==> src/sv/psr_pkg.sv <==
// ----------------------------------------------------------------------------
// psr_pkg: shared types and constants of the sleep time regulator
// Fixed point widths, saturation helper, register indexes, sequencer states.
// ----------------------------------------------------------------------------
package psr_pkg;

  localparam int unsigned FRAC_BITS  = 16;
  localparam int unsigned Q_W        = 32;
  localparam int unsigned FIELD_W    = 31;
  localparam int unsigned ALPHA_W    = 17;
  localparam int unsigned OP_W       = 33;
  localparam int unsigned ACC_W      = 2 * OP_W;
  localparam int unsigned IDX_W      = 3;
  localparam int unsigned IN_DATA_W  = 64;
  localparam int unsigned OUT_DATA_W = 32;

  localparam logic [IDX_W-1:0] REG_TARGET = 3'd0;
  localparam logic [IDX_W-1:0] REG_BAND   = 3'd1;
  localparam logic [IDX_W-1:0] REG_KP     = 3'd2;
  localparam logic [IDX_W-1:0] REG_KI     = 3'd3;
  localparam logic [IDX_W-1:0] REG_KD     = 3'd4;
  localparam logic [IDX_W-1:0] REG_ALPHA  = 3'd5;
  localparam logic [IDX_W-1:0] REG_SMIN   = 3'd6;
  localparam logic [IDX_W-1:0] REG_SMAX   = 3'd7;

  localparam logic [ALPHA_W-1:0] ALPHA_RST = 17'h1_0000;
  localparam logic [FIELD_W-1:0] SMAX_RST  = {FIELD_W{1'b1}};

  localparam logic signed [Q_W-1:0]   Q_MAX  = {1'b0, {(Q_W-1){1'b1}}};
  localparam logic signed [Q_W-1:0]   Q_MIN  = {1'b1, {(Q_W-1){1'b0}}};
  localparam logic signed [ACC_W-1:0] SAT_HI = {{(ACC_W-Q_W+1){1'b0}}, {(Q_W-1){1'b1}}};
  localparam logic signed [ACC_W-1:0] SAT_LO = {{(ACC_W-Q_W+1){1'b1}}, {(Q_W-1){1'b0}}};

  typedef enum logic [3:0] {
    ST_IDLE,
    ST_ERR,
    ST_DIV,
    ST_WAIT,
    ST_SM1,
    ST_SM2,
    ST_SM3,
    ST_P,
    ST_D,
    ST_I1,
    ST_I2,
    ST_I3,
    ST_I4,
    ST_C1,
    ST_C2,
    ST_OUT
  } psr_state_e;

  function automatic logic signed [Q_W-1:0] sat_q(input logic signed [ACC_W-1:0] v);
    logic signed [Q_W-1:0] r;
    if (v > SAT_HI) begin
      r = Q_MAX;
    end else if (v < SAT_LO) begin
      r = Q_MIN;
    end else begin
      r = v[Q_W-1:0];
    end
    return r;
  endfunction

endpackage

==> src/sv/psr_mul.sv <==
// ----------------------------------------------------------------------------
// psr_mul: shared signed multiplier
// One 33 x 33 signed product per cycle, registered at the output.
// ----------------------------------------------------------------------------
module psr_mul (
  input  logic                               clk_i,
  input  logic signed [psr_pkg::OP_W-1:0]    a_i,
  input  logic signed [psr_pkg::OP_W-1:0]    b_i,
  output logic signed [psr_pkg::ACC_W-1:0]   prod_o
);
  import psr_pkg::*;

  logic signed [ACC_W-1:0] prod_q;

  always_ff @(posedge clk_i) begin
    prod_q <= a_i * b_i;
  end

  assign prod_o = prod_q;

endmodule

==> config.mk <==
export PLATFORM = sky130hd
export DESIGN_NAME = psr_mul
export DESIGN_NICKNAME = d
export VERILOG_FILES = /design/src/sv/psr_pkg.sv /design/src/sv/psr_mul.sv
export SDC_FILE = /design/constraint.sdc
export NUM_CORES = 2
export LEC_CHECK = 0
export ABC_CLOCK_PERIOD_IN_PS = 16800
export BUFFER_PORTS_ARGS = -buffer_cell sky130_fd_sc_hd__buf_2
export CAP_MARGIN = 40
export CORE_ASPECT_RATIO = 1.75
export CORE_MARGIN = 1
export CORE_UTILIZATION = 60
export CTS_BUF_LIST = sky130_fd_sc_hd__clkbuf_8
export DETAILED_ROUTE_END_ITERATION = 12
export PLACE_DENSITY = 0.78
export SLEW_MARGIN = 20
export SYNTH_ARGS = -nofsm -noshare
export SYNTH_HDL_FRONTEND = slang
export SYNTH_SLANG_ARGS = --single-unit
==> constraint.sdc <==
create_clock -name clk_i -period 16.8 [get_ports clk_i]
set_input_delay 5.04 -clock clk_i [delete_from_list [all_inputs] [get_ports clk_i]]
set_output_delay 5.04 -clock clk_i [all_outputs]
set_load 0.01 [all_outputs]
Yosys cells after proc, flatten, opt, wreduce, memory -nomap -nowiden. Cells that the tools add are included.

Multiply operators: 1.

Operators with widths (count): 33-bit by 33-bit multiplier with 66-bit output (1).

Register bits after elaboration: 66. Input bits: 67. Output and inout port bits: 66. Logic and storage cells: 2.

Depth between registers and ports, before layout.
Word-level depth: 1. Mapped depth: 27. Mapped depth without buffers: 26.

Least setup slack after synthesis. OpenSTA, ideal clock, no wires.

Path kind: input -> register. Start: in a_i[32] (netlist name). End: reg prod_q[62] (netlist: prod_o[62]). Setup time: 0.079 ns. Arrival time: 12.197 ns. Data required time: 16.721 ns. Path slack: 4.524 ns. Stages on the path: 23. Buffers on the path: 2. Cell sequence: clkbuf_1 nand2_1 inv_1 fa_1 fa_1 fa_1 fa_1 fa_1 fa_1 fa_1 inv_1 fa_1 inv_1 ha_1 clkbuf_1 and3_1 nand3_1 nand2b_1 a2111oi_4 a211oi_4 a21o_2 a21o_1 a211oi_2.

Word-level cells in the longest chain between the ends: 1.

Ends and longest elaborated chain: start: declaration (RTL line psr_mul.sv:7) `input logic signed [psr_pkg::OP_W-1:0] a_i,`; 33-bit by 33-bit multiplier with 66-bit output (RTL line psr_mul.sv:16) `prod_q <= a_i * b_i;`; end signal: assignment (RTL line psr_mul.sv:16); end: declaration (RTL line psr_mul.sv:13) `logic signed [ACC_W-1:0] prod_q;`.

No other way between the ends.

Final worst setup path.
Start: in b_i[9] (netlist name). End: reg prod_q[64] (netlist: prod_o[64]).

Word-level cells in the longest chain between the ends: 1.

Ends and longest elaborated chain: start: declaration (RTL line psr_mul.sv:8) `input logic signed [psr_pkg::OP_W-1:0] b_i,`; 33-bit by 33-bit multiplier with 66-bit output (RTL line psr_mul.sv:16).

No other way between the ends.

==> results.json <==
{
  "gp_congestion": 0.930,
  "crit_path_start_kind": "input port",
  "fp.coreArea_sq_um": 67300,
  "drt_iter0_drc": 1830,
  "drt.antenna.violating_nets": 0,
  "synth_nets": 5767,
  "hold_viol": 0,
  "yosysWarnings": 0,
  "drc": 0,
  "fin_tns_setup_ps": 0,
  "worst_path_most_repeated_cell": "fa_1",
  "grt_overflow_total": 0,
  "path_class": "in -> reg",
  "die_x_um": 199,
  "worstHoldPathType": "in -> reg",
  "cts_buffer_depth": 2,
  "min_period_ps": 12800,
  "path_cells": "buf_2, nand2_1, fa_1, fa_1, fa_1, inv_1, fa_1, fa_1, fa_1, fa_1, inv_1, fa_1, inv_1, ha_1, nand3_1, nor2_1, nand2_1, nor3_1, o311ai_4, nand3_2, a211oi_1, a311oi_1",
  "synthArstFlopShare": 0,
  "cap_violations": 0,
  "drt-total-wl_um": 119000,
  "drive_above_1_share": 0.0458,
  "num_rows": 126,
  "root_buffer": "clkbuf_8",
  "port_buffers": 132,
  "area_growth_syn_to_layout_pct": 3.13,
  "worstHoldStart": "b_i[0]",
  "fmax_mhz": 78.1,
  "syn_area_per_cell_sq_um": 9.39,
  "rsz0062_at_grt": "false",
  "seq_area_frac_synth": 0.0324,
  "min_to": "prod_o[0]",
  "cts_resized": 0,
  "cts_buffers": 9,
  "largest_reg_flops": 66,
  "ys_types": 80,
  "worst_path_max_delay_cell": "fa_1",
  "ys.flop_type": "dfxtp_1",
  "synth-seq-cells": 66,
  "post-route-period-util": 0.762,
  "start_util": 0.605,
  "drv_slew": 0,
  "grt_pass1_vias": 34000,
  "hold_buffers": 0,
  "synth-edff-count": 0,
  "postCtsSetupBuffers": 0,
  "cp-end-kind": "register",
  "slew_headroom": 0.411,
  "antenna_found_initial": 8,
  "cts_sinks": 66,
  "cts_tree": "done",
  "arrival_ps": 13100,
  "grt_pass1_wl_um": 185000,
  "wire_per_inst_um": 22.9,
  "synthCells": 4338,
  "hpwl_um": 98300,
  "crit_buf_inv": 4,
  "fp.dieH_um": 347,
  "num_io_pins": 133,
  "finalSetupViolations": 0,
  "grt.total_usage": 0.367,
  "status": "finished, final reports clean",
  "via_count": 29900,
  "worstPathMaxFanout": 33,
  "grt_max_degree": 34,
  "critPathTopFamily": "adder cells",
  "max_slew.worst_pin.slew_ps": 884,
  "cp_slowest_stage_delay_ps": 800,
  "layout.nets": 5701,
  "final_common_cell": "fa_1",
  "hold_depth": 2,
  "cp.required_ps": 17100,
  "netlist_area_sq_um": 40700,
  "viasPerCell": 5.78,
  "cts.clk_slew.worst_paths_ps": 90,
  "mostFrequentLayoutCells": "fa_1 (1145), inv_1 (1132), and2_1 (562), nand2_1 (551), ha_1 (217)",
  "htree_levels": 3,
  "drtPass1Iterations": 8,
  "die_area_sq_um": 69000
}
==> kinds of logic (layout without fill, tap and decap cells) <==
| kind of cell | count (synthesis) | after routing | synth area share |
|---|---|---|---|
| fa+ha+maj | 1362 | 1362 | 0.629 |
| buf+inv | 1352 | 1291 | 0.125 |
| simple gates | 1271 | 1271 | 0.158 |
| compound gates | 219 | 219 | 0.0407 |
| xor+xnor | 68 | 68 | 0.0146 |
| flops | 66 | 66 | 0.0324 |
| other cells | 0 | 10 | 0 |
==> synthesized netlist by cell type (all sizes together), types with 6 or more instances <==
library cell	number	area, sq um
a211o	6	52.6
a211oi	11	110
a21o	38	288
a21oi	61	328
a31oi	9	62.6
and2	563	3520
and3	6	42.5
buf	13	70.1
clkbuf	208	781
dfxtp	66	1320
fa	1145	22900
ha	217	2720
inv	1131	4250
nand2	551	2070
nand2b	12	75.1
nand3	26	135
nand4	12	81.3
nor2	68	255
nor3	7	35.0
o21a	6	45.0
o21ai	33	173
o21bai	11	82.6
o31ai	7	104
xnor2	43	377
xor2	25	219
==> final cells by class <==
cell class / count / area [sq um]
diodes: 10 / 25.0
clock inverters: 7 / 71.3
clock buffers: 9 / 124
flip-flops and latches: 66 / 1320
well taps: 896 / 1120
fillers: 5683 / 25300
multi-input cells: 2920 / 34300
inverters: 1131 / 4250
repair buffers: 144 / 786
==> worst max path at each step <==
stage	startpoint	end	slack, ps	cells past startpoint
2_1_floorplan	a_i[32]	prod_o[62]	4520	23
3_3_place_gp	b_i[0]	prod_o[62]	3750	22
3_5_place_dp	b_i[0]	prod_o[62]	3790	22
4_1_cts	b_i[0]	prod_o[62]	4160	22
5_1_grt	b_i[9]	prod_o[62]	3700	21
6_report	b_i[9]	prod_o[64]	4000	22
==> stage by stage <==
step                utilization  hold WS [ps]  setup WS (ps)  area [sq um]  cells
floorplan                     -          5170           4520         40700   4338
global placement          0.620          5430           3750         41700   5154
detailed placement        0.621          5440           3790         41800   5157
CTS                       0.624          5210           4160         42000   5173
global route              0.624          5230           3700         42000   5179
finish                    0.624          5220           4000         42000   5183
==> per-layer routing <==
metal | vias to the layer above | share of wire | global-route usage
met3 | 720 | 0.057 | 0.0664
li1 | 12200 | - | -
met5 | - | 0.00013 | 0
met2 | 1447 | 0.52 | 0.630
met1 | 15600 | 0.27 | 0.333
met4 | 2 | 0.15 | 0.435
Power is not shown: default switching activity piles up to over one toggle a cycle in this logic, so the estimate is an artifact.
