<file path="src/sv/psr_pkg.sv">
// ----------------------------------------------------------------------------
// psr_pkg: shared types and constants of the sleep time regulator
// Fixed point widths, saturation helper, register indexes, sequencer states.
// ----------------------------------------------------------------------------
package psr_pkg;

  localparam int unsigned FRAC_BITS  = 16;
  localparam int unsigned Q_W        = 32;
  localparam int unsigned FIELD_W    = 31;
  localparam int unsigned ALPHA_W    = 17;
  localparam int unsigned OP_W       = 33;
  localparam int unsigned ACC_W      = 2 * OP_W;
  localparam int unsigned IDX_W      = 3;
  localparam int unsigned IN_DATA_W  = 64;
  localparam int unsigned OUT_DATA_W = 32;

  localparam logic [IDX_W-1:0] REG_TARGET = 3'd0;
  localparam logic [IDX_W-1:0] REG_BAND   = 3'd1;
  localparam logic [IDX_W-1:0] REG_KP     = 3'd2;
  localparam logic [IDX_W-1:0] REG_KI     = 3'd3;
  localparam logic [IDX_W-1:0] REG_KD     = 3'd4;
  localparam logic [IDX_W-1:0] REG_ALPHA  = 3'd5;
  localparam logic [IDX_W-1:0] REG_SMIN   = 3'd6;
  localparam logic [IDX_W-1:0] REG_SMAX   = 3'd7;

  localparam logic [ALPHA_W-1:0] ALPHA_RST = 17'h1_0000;
  localparam logic [FIELD_W-1:0] SMAX_RST  = {FIELD_W{1'b1}};

  localparam logic signed [Q_W-1:0]   Q_MAX  = {1'b0, {(Q_W-1){1'b1}}};
  localparam logic signed [Q_W-1:0]   Q_MIN  = {1'b1, {(Q_W-1){1'b0}}};
  localparam logic signed [ACC_W-1:0] SAT_HI = {{(ACC_W-Q_W+1){1'b0}}, {(Q_W-1){1'b1}}};
  localparam logic signed [ACC_W-1:0] SAT_LO = {{(ACC_W-Q_W+1){1'b1}}, {(Q_W-1){1'b0}}};

  typedef enum logic [3:0] {
    ST_IDLE,
    ST_ERR,
    ST_DIV,
    ST_WAIT,
    ST_SM1,
    ST_SM2,
    ST_SM3,
    ST_P,
    ST_D,
    ST_I1,
    ST_I2,
    ST_I3,
    ST_I4,
    ST_C1,
    ST_C2,
    ST_OUT
  } psr_state_e;

  function automatic logic signed [Q_W-1:0] sat_q(input logic signed [ACC_W-1:0] v);
    logic signed [Q_W-1:0] r;
    if (v > SAT_HI) begin
      r = Q_MAX;
    end else if (v < SAT_LO) begin
      r = Q_MIN;
    end else begin
      r = v[Q_W-1:0];
    end
    return r;
  endfunction

endpackage

</file>
<file path="src/sv/psr_div.sv">
// ----------------------------------------------------------------------------
// psr_div: iterative signed divider
// Computes sat32(num * 2^FRAC_BITS / den), truncated toward zero, one
// quotient bit per cycle.
// ----------------------------------------------------------------------------
module psr_div (
  input  logic                             clk_i,
  input  logic                             rst_ni,
  input  logic                             start_i,
  input  logic signed [psr_pkg::OP_W-1:0]  num_i,
  input  logic signed [psr_pkg::Q_W-1:0]   den_i,
  output logic                             done_o,
  output logic signed [psr_pkg::Q_W-1:0]   quo_o
);
  import psr_pkg::*;

  localparam int unsigned DW    = OP_W + FRAC_BITS;
  localparam int unsigned CNT_W = $clog2(DW + 1);

  logic [DW-1:0]    dvd_q, dvd_d;
  logic [Q_W-1:0]   rem_q, rem_d;
  logic [Q_W-1:0]   dmag_q;
  logic             neg_q;
  logic [CNT_W-1:0] cnt_q;
  logic             busy_q;
  logic             done_q;

  logic [OP_W-1:0]  nmag;
  logic [Q_W-1:0]   dmag;
  logic [Q_W:0]     rem_sh;
  logic [Q_W:0]     rem_sub;
  logic             ge;
  logic             ovf;

  assign nmag    = num_i[OP_W-1] ? OP_W'(-num_i) : OP_W'(num_i);
  assign dmag    = den_i[Q_W-1] ? Q_W'(-den_i) : Q_W'(den_i);
  assign rem_sh  = {rem_q, dvd_q[DW-1]};
  assign rem_sub = rem_sh - {1'b0, dmag_q};
  assign ge      = (rem_sh >= {1'b0, dmag_q});
  assign rem_d   = ge ? rem_sub[Q_W-1:0] : rem_sh[Q_W-1:0];
  assign dvd_d   = {dvd_q[DW-2:0], ge};

  always_ff @(posedge clk_i or negedge rst_ni) begin
    if (!rst_ni) begin
      busy_q <= 1'b0;
      done_q <= 1'b0;
      cnt_q  <= '0;
    end else begin
      done_q <= !start_i && busy_q && (cnt_q == CNT_W'(1));
      if (start_i) begin
        busy_q <= 1'b1;
        cnt_q  <= CNT_W'(DW);
      end else if (busy_q) begin
        cnt_q <= cnt_q - CNT_W'(1);
        if (cnt_q == CNT_W'(1)) begin
          busy_q <= 1'b0;
        end
      end
    end
  end

  always_ff @(posedge clk_i) begin
    if (start_i) begin
      dvd_q  <= {nmag, {FRAC_BITS{1'b0}}};
      rem_q  <= '0;
      dmag_q <= dmag;
      neg_q  <= num_i[OP_W-1] ^ den_i[Q_W-1];
    end else if (busy_q) begin
      dvd_q <= dvd_d;
      rem_q <= rem_d;
    end
  end

  always_comb begin
    if (neg_q) begin
      ovf   = (|dvd_q[DW-1:Q_W]) || (dvd_q[Q_W-1] && (|dvd_q[Q_W-2:0]));
      quo_o = ovf ? Q_MIN : -$signed(dvd_q[Q_W-1:0]);
    end else begin
      ovf   = |dvd_q[DW-1:Q_W-1];
      quo_o = ovf ? Q_MAX : $signed(dvd_q[Q_W-1:0]);
    end
  end

  assign done_o = done_q;

endmodule

</file>
<file path="config.mk">
export PLATFORM = sky130hd
export DESIGN_NAME = psr_div
export DESIGN_NICKNAME = d
export VERILOG_FILES = /design/src/sv/psr_pkg.sv /design/src/sv/psr_div.sv
export SDC_FILE = /design/constraint.sdc
export NUM_CORES = 1
export LEC_CHECK = 0
export BUFFER_PORTS_ARGS = -buffer_cell sky130_fd_sc_hd__buf_4
export CAP_MARGIN = 10
export CORE_ASPECT_RATIO = 0.8
export CORE_UTILIZATION = 40
export DETAILED_ROUTE_END_ITERATION = 8
export GPL_ROUTABILITY_DRIVEN = 0
export PLACE_DENSITY = 0.55
export SYNTH_ARGS = -nofsm -noshare
export SYNTH_HDL_FRONTEND = slang
export SYNTH_SLANG_ARGS = --single-unit
</file>
<file path="constraint.sdc">
create_clock -name clk_i -period 5.1 [get_ports clk_i]
set_clock_uncertainty 0.05 [all_clocks]
set_input_delay 1.275 -clock clk_i [delete_from_list [all_inputs] [get_ports clk_i]]
set_output_delay 1.275 -clock clk_i [all_outputs]
set_load 0.05 [all_outputs]
</file>
; After elaboration in Yosys (flattened, before gate mapping)
; Cells that the tools add are included.
[word_totals]
in_bits = 68
wordCells = 39
output_inout_bits = 33
register_bits = 122
[op_classes]
bitwise_logic = 1
n_addsub = 5
muxes = 13
eq_ne = 1
reduce_logical = 9
order_cmp = 1
[op_table]
columns = operator, n
row1 = $mux 32, 4
row2 = $mux 49, 2
row3 = $neg 32->32, 2
row4 = $ge 33x32->1, 1
row5 = $mux 33, 1
row6 = $neg 33->33, 1
row7 = $sub 32x32->32, 1
row8 = $mux 31, 1
row9 = $reduce_or 31->1, 1
row10 = $reduce_or 18->1, 1
row11 = $reduce_or 17->1, 1
row12 = $mux 6, 2
row13 = $eq 6x1->1 const B, 1
row14 = $sub 6x1->6 const B, 1
row15 = $logic_and 1x1->1, 3
row16 = $mux 1, 3
row17 = $reduce_bool 2->1, 1
row18 = $logic_not 1->1, 1
row19 = $logic_or 1x1->1, 1
row20 = $xor 1x1->1, 1

; Longest topological paths before layout
; Gate-level depths: netlist (run 1).
[logic_depth]
word_depth = 5
mapped_depth = 13
mapped_depth_nobuf = 12

; Least setup slack after synthesis (run 1)
; No wires, ideal clock.
[synth_timing]
path_type = flip-flop to output port
from = reg dvd_q[25]
to = out quo_o[12] (netlist bit)
stages_incl_launch_ff = 10
arrival_time_ns = 3.810
setup_slack_ns = -0.035
path_cell_list = edfxtp_1 -> or2_2 -> clkbuf_1 -> or4_1 -> nor3_1 -> o21ai_0 -> inv_1 -> nand2_1 -> clkbuf_1 -> o311ai_0
[synth_between]
elab_chain_cells = 5
[synth_lines]
columns = item, line
row1 = start: declaration, psr_div.sv:20  ; logic [DW-1:0] dvd_q, dvd_d;
row2 = start signal: assignment, psr_div.sv:64  ; dvd_q <= {nmag, {FRAC_BITS{1'b0}}};
row3 = start signal: assignment, psr_div.sv:69  ; dvd_q <= dvd_d;
row4 = $reduce_or 31->1, psr_div.sv:76  ; ovf = (|dvd_q[DW-1:Q_W]) || (dvd_q[Q_W-1] && (|dvd_q[Q_W-2:0]));
row5 = $logic_and 1x1->1, psr_div.sv:76
row6 = $logic_or 1x1->1, psr_div.sv:76
row7 = $mux 32, psr_div.sv:77  ; quo_o = ovf ? Q_MIN : -$signed(dvd_q[Q_W-1:0]);
row8 = $mux 32, psr_div.sv:75  ; if (neg_q) begin
row9 = end: declaration, psr_div.sv:13  ; output logic signed [psr_pkg::Q_W-1:0] quo_o
; No other way between the ends.

; Worst setup path in the final report (run 1)
[layout_timing]
from = reg dvd_q[1]
to = out quo_o[27] (netlist bit)
[layout_between]
elab_chain_cells = 5
word_cells_on_any_way = 6
cone_classes = add/sub (1) / mux (2) / reduce/logical (3)
[layout_lines]
columns = item, line
row1 = "parallel branches: the longest is 3 deep, another holds $neg 32->32", -
row2 = $mux 32 *, psr_div.sv:77
row3 = $mux 32 *, psr_div.sv:75
; Every way passes the cells marked *.

==> summary.md, run 1 <==
| Metric | Value |
|---|---|
| Status | `finished clean` |
| Syn nets | `1132` |
| Number of synthesized flops with an enable pin | `66` |
| Vias after detailed routing | `7709` |
| GRT Total Usage | `0.2096` |
| CP Data Required Time | `3770 ps` |
| Antenna viol nets, final | `0` |
| Seq cells post-synth | `122` |
| Syn avg cell area | `8.480 um^2` |
| Distinct cells, synth | `65` |
| Htree depth | `4` |
| Final setup vio count | `0` |
| Drc violations | `0` |
| Clk network pwr share | `0.402` |
| Initial antenna violation count | `0` |
| Num rows | `47` |
| Clk root buf | `clkbuf_16` |
| Post-Route WL | `23190 um` |
| Dpl hpwl | `16750 um` |
| Layout Cells excl Fill | `1394` |
| Global-route wire length before repair | `37170 um` |
| Commonest non-fill, non-tap cell in the layout | `nand2_1` |
| Logic pwr share | `0.201` |
| Syn-to-layout area delta | `18.82%` |
| Post-synth top flop | `edfxtp_1` |
| Max-cap violations | `0` |
| Final instance area | `10340 um^2` |
| HP Class | `reg2reg` |
| Register area share after synthesis | `0.3612` |
| Vias in the first global route | `6884` |
| Cts bufs inserted | `17` |
| PD cells | `287.4 nW/um^2` |
| Port bufs | `100` |
| Die Span X | `166.9 um` |
| Synthesized area | `8701 um^2` |
| Util after Layout | `0.4925` |
| CTS tree | `built` |
| Worst hold slack | `434.3 ps` |
| Internal power | `2066 uW` |
| Worst-path clk slew | `60 ps` |
| # nets final | `1219` |
| Wire per inst | `16.63 um` |
| Clock latency on the worst-skew pair | `420 ps` |
| Total gr overflow | `0` |
| Sequential share of power | `0.397` |
| Crit end category | `output pin` |
| Largest net degree at the start of global routing | `65` |
| Setup TNS | `0 ps` |
| F_max | `0.2004 GHz` |
| Post-synth ARST share | `0.06557` |
| Final hold violations | `0` |
| Placed Cells incl. Taps | `1360` |
| Vias per cell | `5.530` |
| DR pass1 iterations | `6` |
| Leak | `0.004288 uW` |
| Part of the cycle the worst path needs | `0.9786` |
| Most frequent cells in the layout | `nand2_1 (137), buf_4 (117), o21ai_0 (93)` |
| Slew of the pin with the lowest slew margin | `1044 ps` |
| ANT cells | `0` |
| Die area | `22350 um^2` |
| Die height | `133.9 um` |
| Sw Share | `0.3045` |
| Crit path kind | `reg2out` |
| WP data arrival | `3670 ps` |
| I/O pins | `101` |
| Share of layout cells above drive strength 1 | `0.1484` |
| Placed instance area | `9726 um^2` |
| CP max FO | `5` |
| Fin crit period | `4991 ps` |
| Max VDD drop | `0.2041 mV` |
| Core area | `20990 um^2` |
| DRT iter0 DRCs | `661` |
| Crit start category | `register` |
| Syn Inst Count | `1026` |
| Slew HR | `0.3033` |
| Clk buf depth | `2` |
| Hold_buf cts | `0` |
| Clock sink count | `122` |
| Slew Limit Fails | `0` |
| Initial core utilization | `0.4144` |
| Yosys warnings | `0` |
| P_sw | `904.6 uW` |
-- per-layer routing --
| metal | vias up | GRT usage | routed length [um] |
|---|---|---|---|
| li1 | 3925 | - | - |
| met1 | 3588 | 0.3359 | 12820 |
| met2 | 185 | 0.2868 | 9203 |
| met3 | 11 | 0.03305 | 1038 |
| met4 | 0 | 0.04630 | 124 |
| met5 | - | 0 | 0 |
-- flip-flops by register name (all words and copies together) (netlist names) --
name    count
busy_q      1
dvd_q      49
neg_q       1
rem_q      32
dmag_q     32
cnt_q       6
done_o      1
-- cell usage after synthesis, types with 2 or more instances --
master	count	area share
nand2_1	137	0.059
o21ai_0	94	0.054
nor2_1	77	0.033
edfxtp_1	66	0.23
inv_1	65	0.028
xnor2_1	57	0.057
dfxtp_1	48	0.11
clkbuf_1	41	0.018
ha_1	37	0.053
mux2i_1	37	0.043
xor2_1	36	0.036
a21oi_1	32	0.018
nor3_1	27	0.016
o311ai_0	25	0.025
o31ai_1	21	0.018
nand3_1	18	0.010
a211oi_1	16	0.014
nor4_1	16	0.012
or3_1	16	0.012
a21o_1	13	0.011
o41ai_1	12	0.012
a311oi_1	10	0.010
or4_1	10	0.0086
a22o_1	8	0.0081
and3_1	8	0.0058
dfrtp_1	8	0.023
nor2b_1	7	0.0050
a31oi_1	6	0.0043
buf_1	6	0.0026
nand4_1	6	0.0043
o21a_1	6	0.0052
nand2b_1	5	0.0036
or2_2	5	0.0036
o21bai_1	4	0.0035
a221oi_1	3	0.0030
a41oi_1	3	0.0030
and2_1	3	0.0022
buf_2	3	0.0017
o211ai_1	3	0.0026
or4_4	3	0.0039
a211o_1	2	0.0020
a21boi_0	2	0.0017
nand4b_1	2	0.0020
-- timing repair --
item                                    in CTS  in global routing
endpoints found under the setup margin       0                  3
setup buffers                                0                  3
resized for setup                            0                  3
-- final cells by class --
class	instances	area (um^2)
Inverter	67	251.5
Timing Repair Buffer	118	898.4
Clock inverter	13	142.6
Multi-Input combinational cell	787	5136
Fill cell	1997	10660
Sequential cell	122	3144
Clock buffer	18	429.2
Tap cell	269	336.6
-- cell families (layout without fill, tap and decap cells) --
family	after synthesis	count (layout)	share of synthesized area
adders and majority gates	38	38	0.05551
buffers and inverters	117	216	0.05090
and+or+nand+nor	348	348	0.1880
muxes	38	38	0.04429
DFF	122	122	0.3612
xor gates and xnor gates	93	93	0.09362
AOI/OAI and AO/OA	270	270	0.2065
-- worst max-delay path, cell delays in order (launching register included) --
cell     delay [ps]
dfxtp_1         340
or2_1           240
or4_4           450
or4_4           450
or3_4           370
or4_4           450
or3_4           350
mux2_4          270
nor2_2           70
a21oi_1          40
buf_4           210
-- metrics by stage --
step                power, uW  setup slack (ps)
detailed placement       1790             487.3
CTS                      2989             15.43
global route             3101           -0.4259
global placement         1790             528.0
finish                   2971             109.1
floorplan                1575            -35.15
-- path summary, 6_finish.rpt --
check | start | to | slack [ps] | depth (start not counted)
min reg2reg | rem_q[10] | rem_q[10] | 430 | 2
max in group asynchronous | rst_ni | busy_q | 4250 | 1
max reg2reg | dmag_q[1] | rem_q[20] | 1290 | 12
max | dvd_q[1] | quo_o[27] | 110 | 10
min in group asynchronous | rst_ni | cnt_q[1] | 610 | 1
min | rem_q[10] | rem_q[10] | 430 | 2
-- power groups by stage --
| stage | combinational (uW) | sequential, uW | clock [uW] |
|---|---|---|---|
| 2_1_floorplan | 405 | 1170 | 0 |
| 3_3_place_gp | 592 | 1200 | 0 |
| 3_5_place_dp | 592 | 1200 | 0 |
| 4_1_cts | 594 | 1180 | 1220 |
| 5_1_grt | 652 | 1190 | 1260 |
| 6_report | 598 | 1180 | 1190 |
Power figures use the tool's default switching activity.
==> inputs of run 2 (changes only) <==
- CELL_PAD_IN_SITES_DETAIL_PLACEMENT: default -> 2
- CELL_PAD_IN_SITES_GLOBAL_PLACEMENT: default -> 2
- CORE_UTILIZATION: 40 -> 36
- PLACE_DENSITY: 0.55 -> 0.78
==> run 2 against run 1 <==
Against the previous run:
- setup slack got worse by 18 ps
- cell count increased by 3.5%
- cell area increased by 1.0%
- combinational power increased by 7.0%
- critical path depth unchanged
- hold slack improved by 7.0 ps
- maximum frequency decreased by 0.35%
- routed wire length increased by 36%
- die area increased by 11%
- flip-flop and latch count unchanged
- critical endpoint unchanged
- largest cell class unchanged
- highest routed layer unchanged
==> summary.md, run 2 (synthesis gave the netlist of run 1 again) <==
| Metric | Value |
|---|---|
| Global-route wire length before repair | `49130 um (+32%)` |
| Worst-path clk slew | `70 ps (about the same)` |
| Setup TNS | `0 ps (unchanged)` |
| Commonest non-fill, non-tap cell in the layout | `nand2_1` |
| Most frequent cells in the layout | `nand2_1 (137), buf_4 (122), o21ai_0 (93)` |
| Crit start category | `register` |
| Dpl hpwl | `23000 um (+37%)` |
| Drc violations | `0 (unchanged)` |
| FF-to-FF End | `rem_q[27]` |
| Part of the cycle the worst path needs | `0.9821 (+0.003474)` |
| GRT Total Usage | `0.2561 (+0.04652)` |
| Die Span X | `175.8 um (+5.3%)` |
| CP max FO | `5 (unchanged)` |
| CP Data Required Time | `3770 ps (about the same)` |
| Biggest regs | `dvd_q (49), dmag_q (32), rem_q (32)` |
| Clk buf depth | `2 (unchanged)` |
| DRT iter0 DRCs | `529 (-20%)` |
| Slew Limit Fails | `0 (unchanged)` |
| Reg-to-Reg Start | `dmag_q[4]` |
| WP data arrival | `3680 ps (about the same)` |
| Final hold violations | `0 (unchanged)` |
| Total gr overflow | `0 (unchanged)` |
| Vias per cell | `5.771 (+4.4%)` |
| Port bufs | `100 (unchanged)` |
| Reg2Reg Depth | `11 (-1)` |
| Reg2Reg Setup Slack | `1160 ps (-130 ps)` |
| Share of layout cells above drive strength 1 | `0.1575 (+0.009078)` |
| Clock latency on the worst-skew pair | `430 ps (about the same)` |
| Max VDD drop | `0.2308 mV (+13%)` |
| Post-Route WL | `31540 um (+36%)` |
| Clk root buf | `clkbuf_16` |
| I/O pins | `101 (unchanged)` |
| DR pass1 iterations | `4 (-2)` |
| Core area | `23590 um^2 (+12%)` |
| Vias after detailed routing | `8328 (+8.0%)` |
| Die area | `24800 um^2 (+11%)` |
| Hold_buf cts | `0 (unchanged)` |
| HP Class | `reg2reg` |
| PD cells | `294.4 nW/um^2 (+2.5%)` |
| Initial core utilization | `0.3689 (-0.04553)` |
| Leak | `0.004319 uW (+0.73%)` |
| Fin crit period | `5009 ps (+17.72 ps)` |
| Clock sink count | `122 (unchanged)` |
| Top reg by flops | `dvd_q` |
| Status | `finished clean` |
| Util after Layout | `0.4428 (-0.04965)` |
| Max-cap violations | `0 (unchanged)` |
| Slew HR | `0.4460 (+0.1428)` |
| Final setup vio count | `0 (unchanged)` |
| Htree depth | `4 (unchanged)` |
| Slew of the pin with the lowest slew margin | `822.3 ps (-221.7 ps)` |
| Largest net degree at the start of global routing | `49 (-25%)` |
| F_max | `0.1997 GHz (-0.35%)` |
| Worst hold start | `rem_q[10]` |
| Syn-to-layout area delta | `20.03%` |
| Crit path kind | `reg2out` |
| Num rows | `50 (+6.4%)` |
| Wire per inst | `21.86 um (+31%)` |
| Worst hold path stage count | `2 (unchanged)` |
| Antenna viol nets, final | `0 (unchanged)` |
| Vias in the first global route | `8523 (+24%)` |
| Post-layout power | `3075 uW (+3.5%)` |
| Initial antenna violation count | `1 (+1)` |
| Crit end category | `output pin` |
| CTS tree | `built` |
| Die height | `141.1 um (+5.3%)` |
| Cts bufs inserted | `17 (unchanged)` |
| Unrepaired setup endpoints after global routing | `false` |
| Placed instance area | `9782 um^2 (+0.58%)` |
| # nets final | `1223 (+0.33%)` |
| Hold Path Sink | `rem_q[10]` |
| Max FFs per register | `49 (unchanged)` |
| Final instance area | `10440 um^2 (+1.0%)` |
==> run 2: cell count changes in the layout (fill, tap and decap cells not counted), sizes merged <==
| cell | before | now |
|---|---|---|
| buf | 118 | 122 |
| inv | 70 | 74 |
| clkinv | 6 | 4 |
| diode | 0 | 1 |
| bufinv | 2 | 1 |
==> run 2: worst max-delay path by stage <==
stage / start / end / cells after the start
after floorplan: dvd_q[25] / quo_o[12] / 9
after global placement: dvd_q[8] / quo_o[27] / 10
after detailed placement: dvd_q[8] / quo_o[27] / 10
after CTS: dvd_q[8] / quo_o[27] / 10
after global routing: dvd_q[0] / quo_o[27] / 10
final: dvd_q[0] / quo_o[27] / 10
==> run 2: final cells by class <==
| type | count | area [um^2] |
|---|---|---|
| Fill cell | 2635 | 13140 |
| Multi-Input combinational cell | 787 | 5139 |
| Clock buffer | 18 | 439.2 |
| Antenna cell | 1 | 2.502 |
| Timing Repair Buffer | 122 | 915.9 |
| Sequential cell | 122 | 3152 |
| Inverter | 67 | 251.5 |
| Tap cell | 312 | 390.4 |
| Clock inverter | 14 | 153.9 |
==> run 2: layer usage <==
metal,GRT usage,vias up,wire (um)
met2,0.3965,172,14270
li1,-,3939,-
met5,0,-,0
met3,0.04180,23,1139
met1,0.3719,4194,15810
met4,0.05492,0,321
==> run 2: what timing repair did <==
action	4_1_cts	5_1_grt
pin swaps	1	3
endpoints found under the hold margin	0	0
setup buffers	1	4
setup endpoints to repair	1	4
gates resized for setup	1	8
==> run 2: per-stage QoR <==
stage	setup slack, ps	hold WS (ps)	cells
6_report	91.39	441.3	1443
5_1_grt	7.164	471.4	1442
4_1_cts	31.01	447.6	1438
3_5_place_dp	455.7	449.2	1405
3_3_place_gp	489.2	423.6	1405
2_1_floorplan	-35.15	402.6	1026
==> run 2: worst max-delay path, cell delays in order, from the launching register on <==
cell     delay, ps
dfxtp_2        330
or2_4          250
or4_4          440
or4_4          450
or3_4          380
or4_4          460
or3_4          350
mux2_4         270
nor2_2          80
a21oi_1         40
buf_4          210
==> run 2: where the power goes <==
group | switching (uW) | internal (uW) | leakage [uW]
clock | 541 | 705 | 0.000286
sequential | 70.0 | 1120 | 0.00117
combinational | 412 | 228 | 0.00287
total | 1020 | 2050 | 0.00432
==> inputs of run 3 (changes only) <==
==> constraint.sdc (replaced) <==
create_clock -name clk_i -period 5.1 [get_ports clk_i]
set_clock_uncertainty 0.05 [all_clocks]
set_input_delay 0.51 -clock clk_i [delete_from_list [all_inputs] [get_ports clk_i]]
set_output_delay 0.51 -clock clk_i [all_outputs]
set_load 0.05 [all_outputs]
==> run 3 against run 2 <==
Against the previous run:
- register-to-register slack improved by 20 ps
- first-iteration DRC count fell by 5.3%
- die area did not move
- non-clock buffer count fell by 10
- count of clock-buffer cells in the layout fell by 1
- combinational power fell by 2%
- routed wire length fell by 1.5%
- clock power fell by 7%
==> summary.md, run 3 (synthesis gave the netlist of run 1 again) <==
| Metric | Value |
|---|---|
| Status | `finished clean` |
| Worst hold start | `den_i[0]` |
| Die Span X | `175.8 um (unchanged)` |
| WP data arrival | `4160 ps (+480 ps)` |
| DR pass1 iterations | `5 (+1)` |
| Slew Limit Fails | `0 (unchanged)` |
| CP Data Required Time | `4540 ps (+770 ps)` |
| Max-cap violations | `0 (unchanged)` |
| Drc violations | `0 (unchanged)` |
| Post-Route WL | `31060 um (-1.5%)` |
| Leak | `0.004240 uW (-1.8%)` |
| Setup Fix Bufs, Post-CTS | `0 (-1)` |
| Most used cell, CP | `buf_4` |
| Crit start category | `register` |
| Fin crit period | `4718 ps (-290.2 ps)` |
| I/O pins | `101 (unchanged)` |
| Vias per cell | `5.719 (-0.91%)` |
| Wire per inst | `21.67 um (-0.85%)` |
| Critical Path Max Stage Delay | `870 ps (+410 ps)` |
| PD cells | `289.3 nW/um^2 (-1.8%)` |
| Crit end category | `output pin` |
| Placed instance area | `9737 um^2 (-0.46%)` |
| Commonest non-fill, non-tap cell in the layout | `nand2_1` |
| Clk buf depth | `2 (unchanged)` |
| CTS tree | `built` |
| Worst-path clk slew | `70 ps (about the same)` |
| Num rows | `50 (unchanged)` |
| Reg-to-Reg Start | `dmag_q[4]` |
| Slew of the pin with the lowest slew margin | `990.0 ps (+167.7 ps)` |
| Top reg by flops | `dvd_q` |
| Vias in the first global route | `8580 (+0.67%)` |
| Initial core utilization | `0.3689 (unchanged)` |
| Antenna viol nets, final | `0 (unchanged)` |
| Critical path cell sequence | `or2_2 > or4_1 > nor3_1 > o21ai_1 > buf_4 > inv_1 > nand2_1 > o311ai_0 > buf_4` |
| Die area | `24800 um^2 (unchanged)` |
| Core area | `23590 um^2 (unchanged)` |
| Largest net degree at the start of global routing | `65 (+33%)` |
| Die height | `141.1 um (unchanged)` |
| Setup WS pre-CTS | `918.1 ps (+462.4 ps)` |
| Final setup margin | `381.5 ps (+290.2 ps)` |
| Max FFs per register | `49 (unchanged)` |
| Cts bufs inserted | `17 (unchanged)` |
| Sequential share of power | `0.400 (+0.013)` |
| Clk root buf | `clkbuf_16` |
| Vias after detailed routing | `8195 (-1.6%)` |
| Global-route wire length before repair | `49200 um (+0.13%)` |
| GRT Total Usage | `0.2550 (-0.001036)` |
| Sw Share | `0.3367 (+0.004030)` |
| Most frequent cells in the layout | `nand2_1 (137), buf_4 (111), o21ai_0 (93)` |
| Final instance area | `10290 um^2 (-1.5%)` |
| Final setup vio count | `0 (unchanged)` |
| HP Class | `in2reg` |
| Initial antenna violation count | `1 (unchanged)` |
| Final hold violations | `0 (unchanged)` |
| CP max FO | `29 (+24)` |
| Dpl hpwl | `22580 um (-1.8%)` |
| Layout filler cell count | `2646 (+0.42%)` |
| F_max | `0.2119 GHz (+6.1%)` |
| Unrepaired setup endpoints after global routing | `false` |
| Share of layout cells above drive strength 1 | `0.1411 (-0.01645)` |
| Util after Layout | `0.4362 (-0.006579)` |
| Critical path origin | `dvd_q[26]` |
| Logic pwr share | `0.211 (+0.003)` |
| # nets final | `1213 (-0.82%)` |
| Syn-to-layout area delta | `18.25%` |
| Port bufs | `100 (unchanged)` |
| Setup TNS | `0 ps (unchanged)` |
| Crit path kind | `reg2out` |
| Biggest regs | `dvd_q (49), dmag_q (32), rem_q (32)` |
| Total gr overflow | `0 (unchanged)` |
| Internal power | `1974 uW (-3.8%)` |
| Slew HR | `0.3400 (-0.1060)` |
| DRT iter0 DRCs | `501 (-5.3%)` |
| Max VDD drop | `0.2558 mV (+11%)` |
| Clk network pwr share | `0.389 (-0.016)` |
| Htree depth | `4 (unchanged)` |
| Clock sink count | `122 (unchanged)` |
| Part of the cycle the worst path needs | `0.9252 (-0.05689)` |
| Slowest library cell on the worst path | `o311ai_0` |
| Clock latency on the worst-skew pair | `420 ps (about the same)` |
| P_sw | `1002 uW (-2.0%)` |
run 3: layout make-up:
type	instances	area, um^2	area share
Timing Repair Buffer	112	843.3	0.08197
Clock buffer	17	425.4	0.04135
Sequential cell	122	3144	0.3056
Tap cell	312	390.4	0.03794
Multi-Input combinational cell	787	5117	0.4974
Antenna cell	1	2.502	0.0002432
Clock inverter	15	113.9	0.01107
Inverter	67	251.5	0.02444
run 3: worst paths after layout:
check | endpoint | slack (ps) | cells after the start
worst max-delay path | quo_o[14] | 380 | 9
worst min-delay path | dmag_q[0] | 250 | 1
worst max register to register | rem_q[27] | 1180 | 11
worst min register to register | rem_q[10] | 440 | 2
max in group asynchronous | busy_q | 4450 | 2
min in group asynchronous | cnt_q[1] | 390 | 2
run 3: stage by stage:
| stage | instances | power, uW | hold slack [ps] |
|---|---|---|---|
| 2_1_floorplan | 1026 | 1575 | 164.4 |
| 3_3_place_gp | 1399 | 1798 | 285.1 |
| 3_5_place_dp | 1399 | 1828 | 288.4 |
| 4_1_cts | 1432 | 2990 | 230.7 |
| 5_1_grt | 1432 | 3080 | 234.5 |
| 6_report | 1433 | 2976 | 247.5 |
run 3: repair_timing:
| item | in CTS | in global routing |
|---|---|---|
| hold buffers | 1 | 0 |
| endpoints found under the hold margin | 8 | 0 |
| resized for setup | 0 | 0 |
| setup endpoints to repair | 0 | 0 |
run 3: power groups by stage:
stage / clock (uW) / sequential [uW] / combinational [uW]
3_5_place_dp: 0 / 1210 / 621
6_report: 1160 / 1190 / 629
4_1_cts: 1170 / 1190 / 629
3_3_place_gp: 0 / 1200 / 598
2_1_floorplan: 0 / 1170 / 405
5_1_grt: 1210 / 1200 / 677
run 3: critical path: cells and delay by family (launching register included):
kind | cells | cell delay, ps
compound gates | 2 | 950
buf+inv | 3 | 700
flops | 1 | 460
simple gates | 4 | 1600
run 3: per-layer routing:
metal,wire [um],vias to the layer above,global-route usage
met3,1058,20,0.03533
met2,13930,177,0.3944
met4,265,2,0.05446
met1,15800,4080,0.3747
li1,-,3916,-
met5,9,-,0
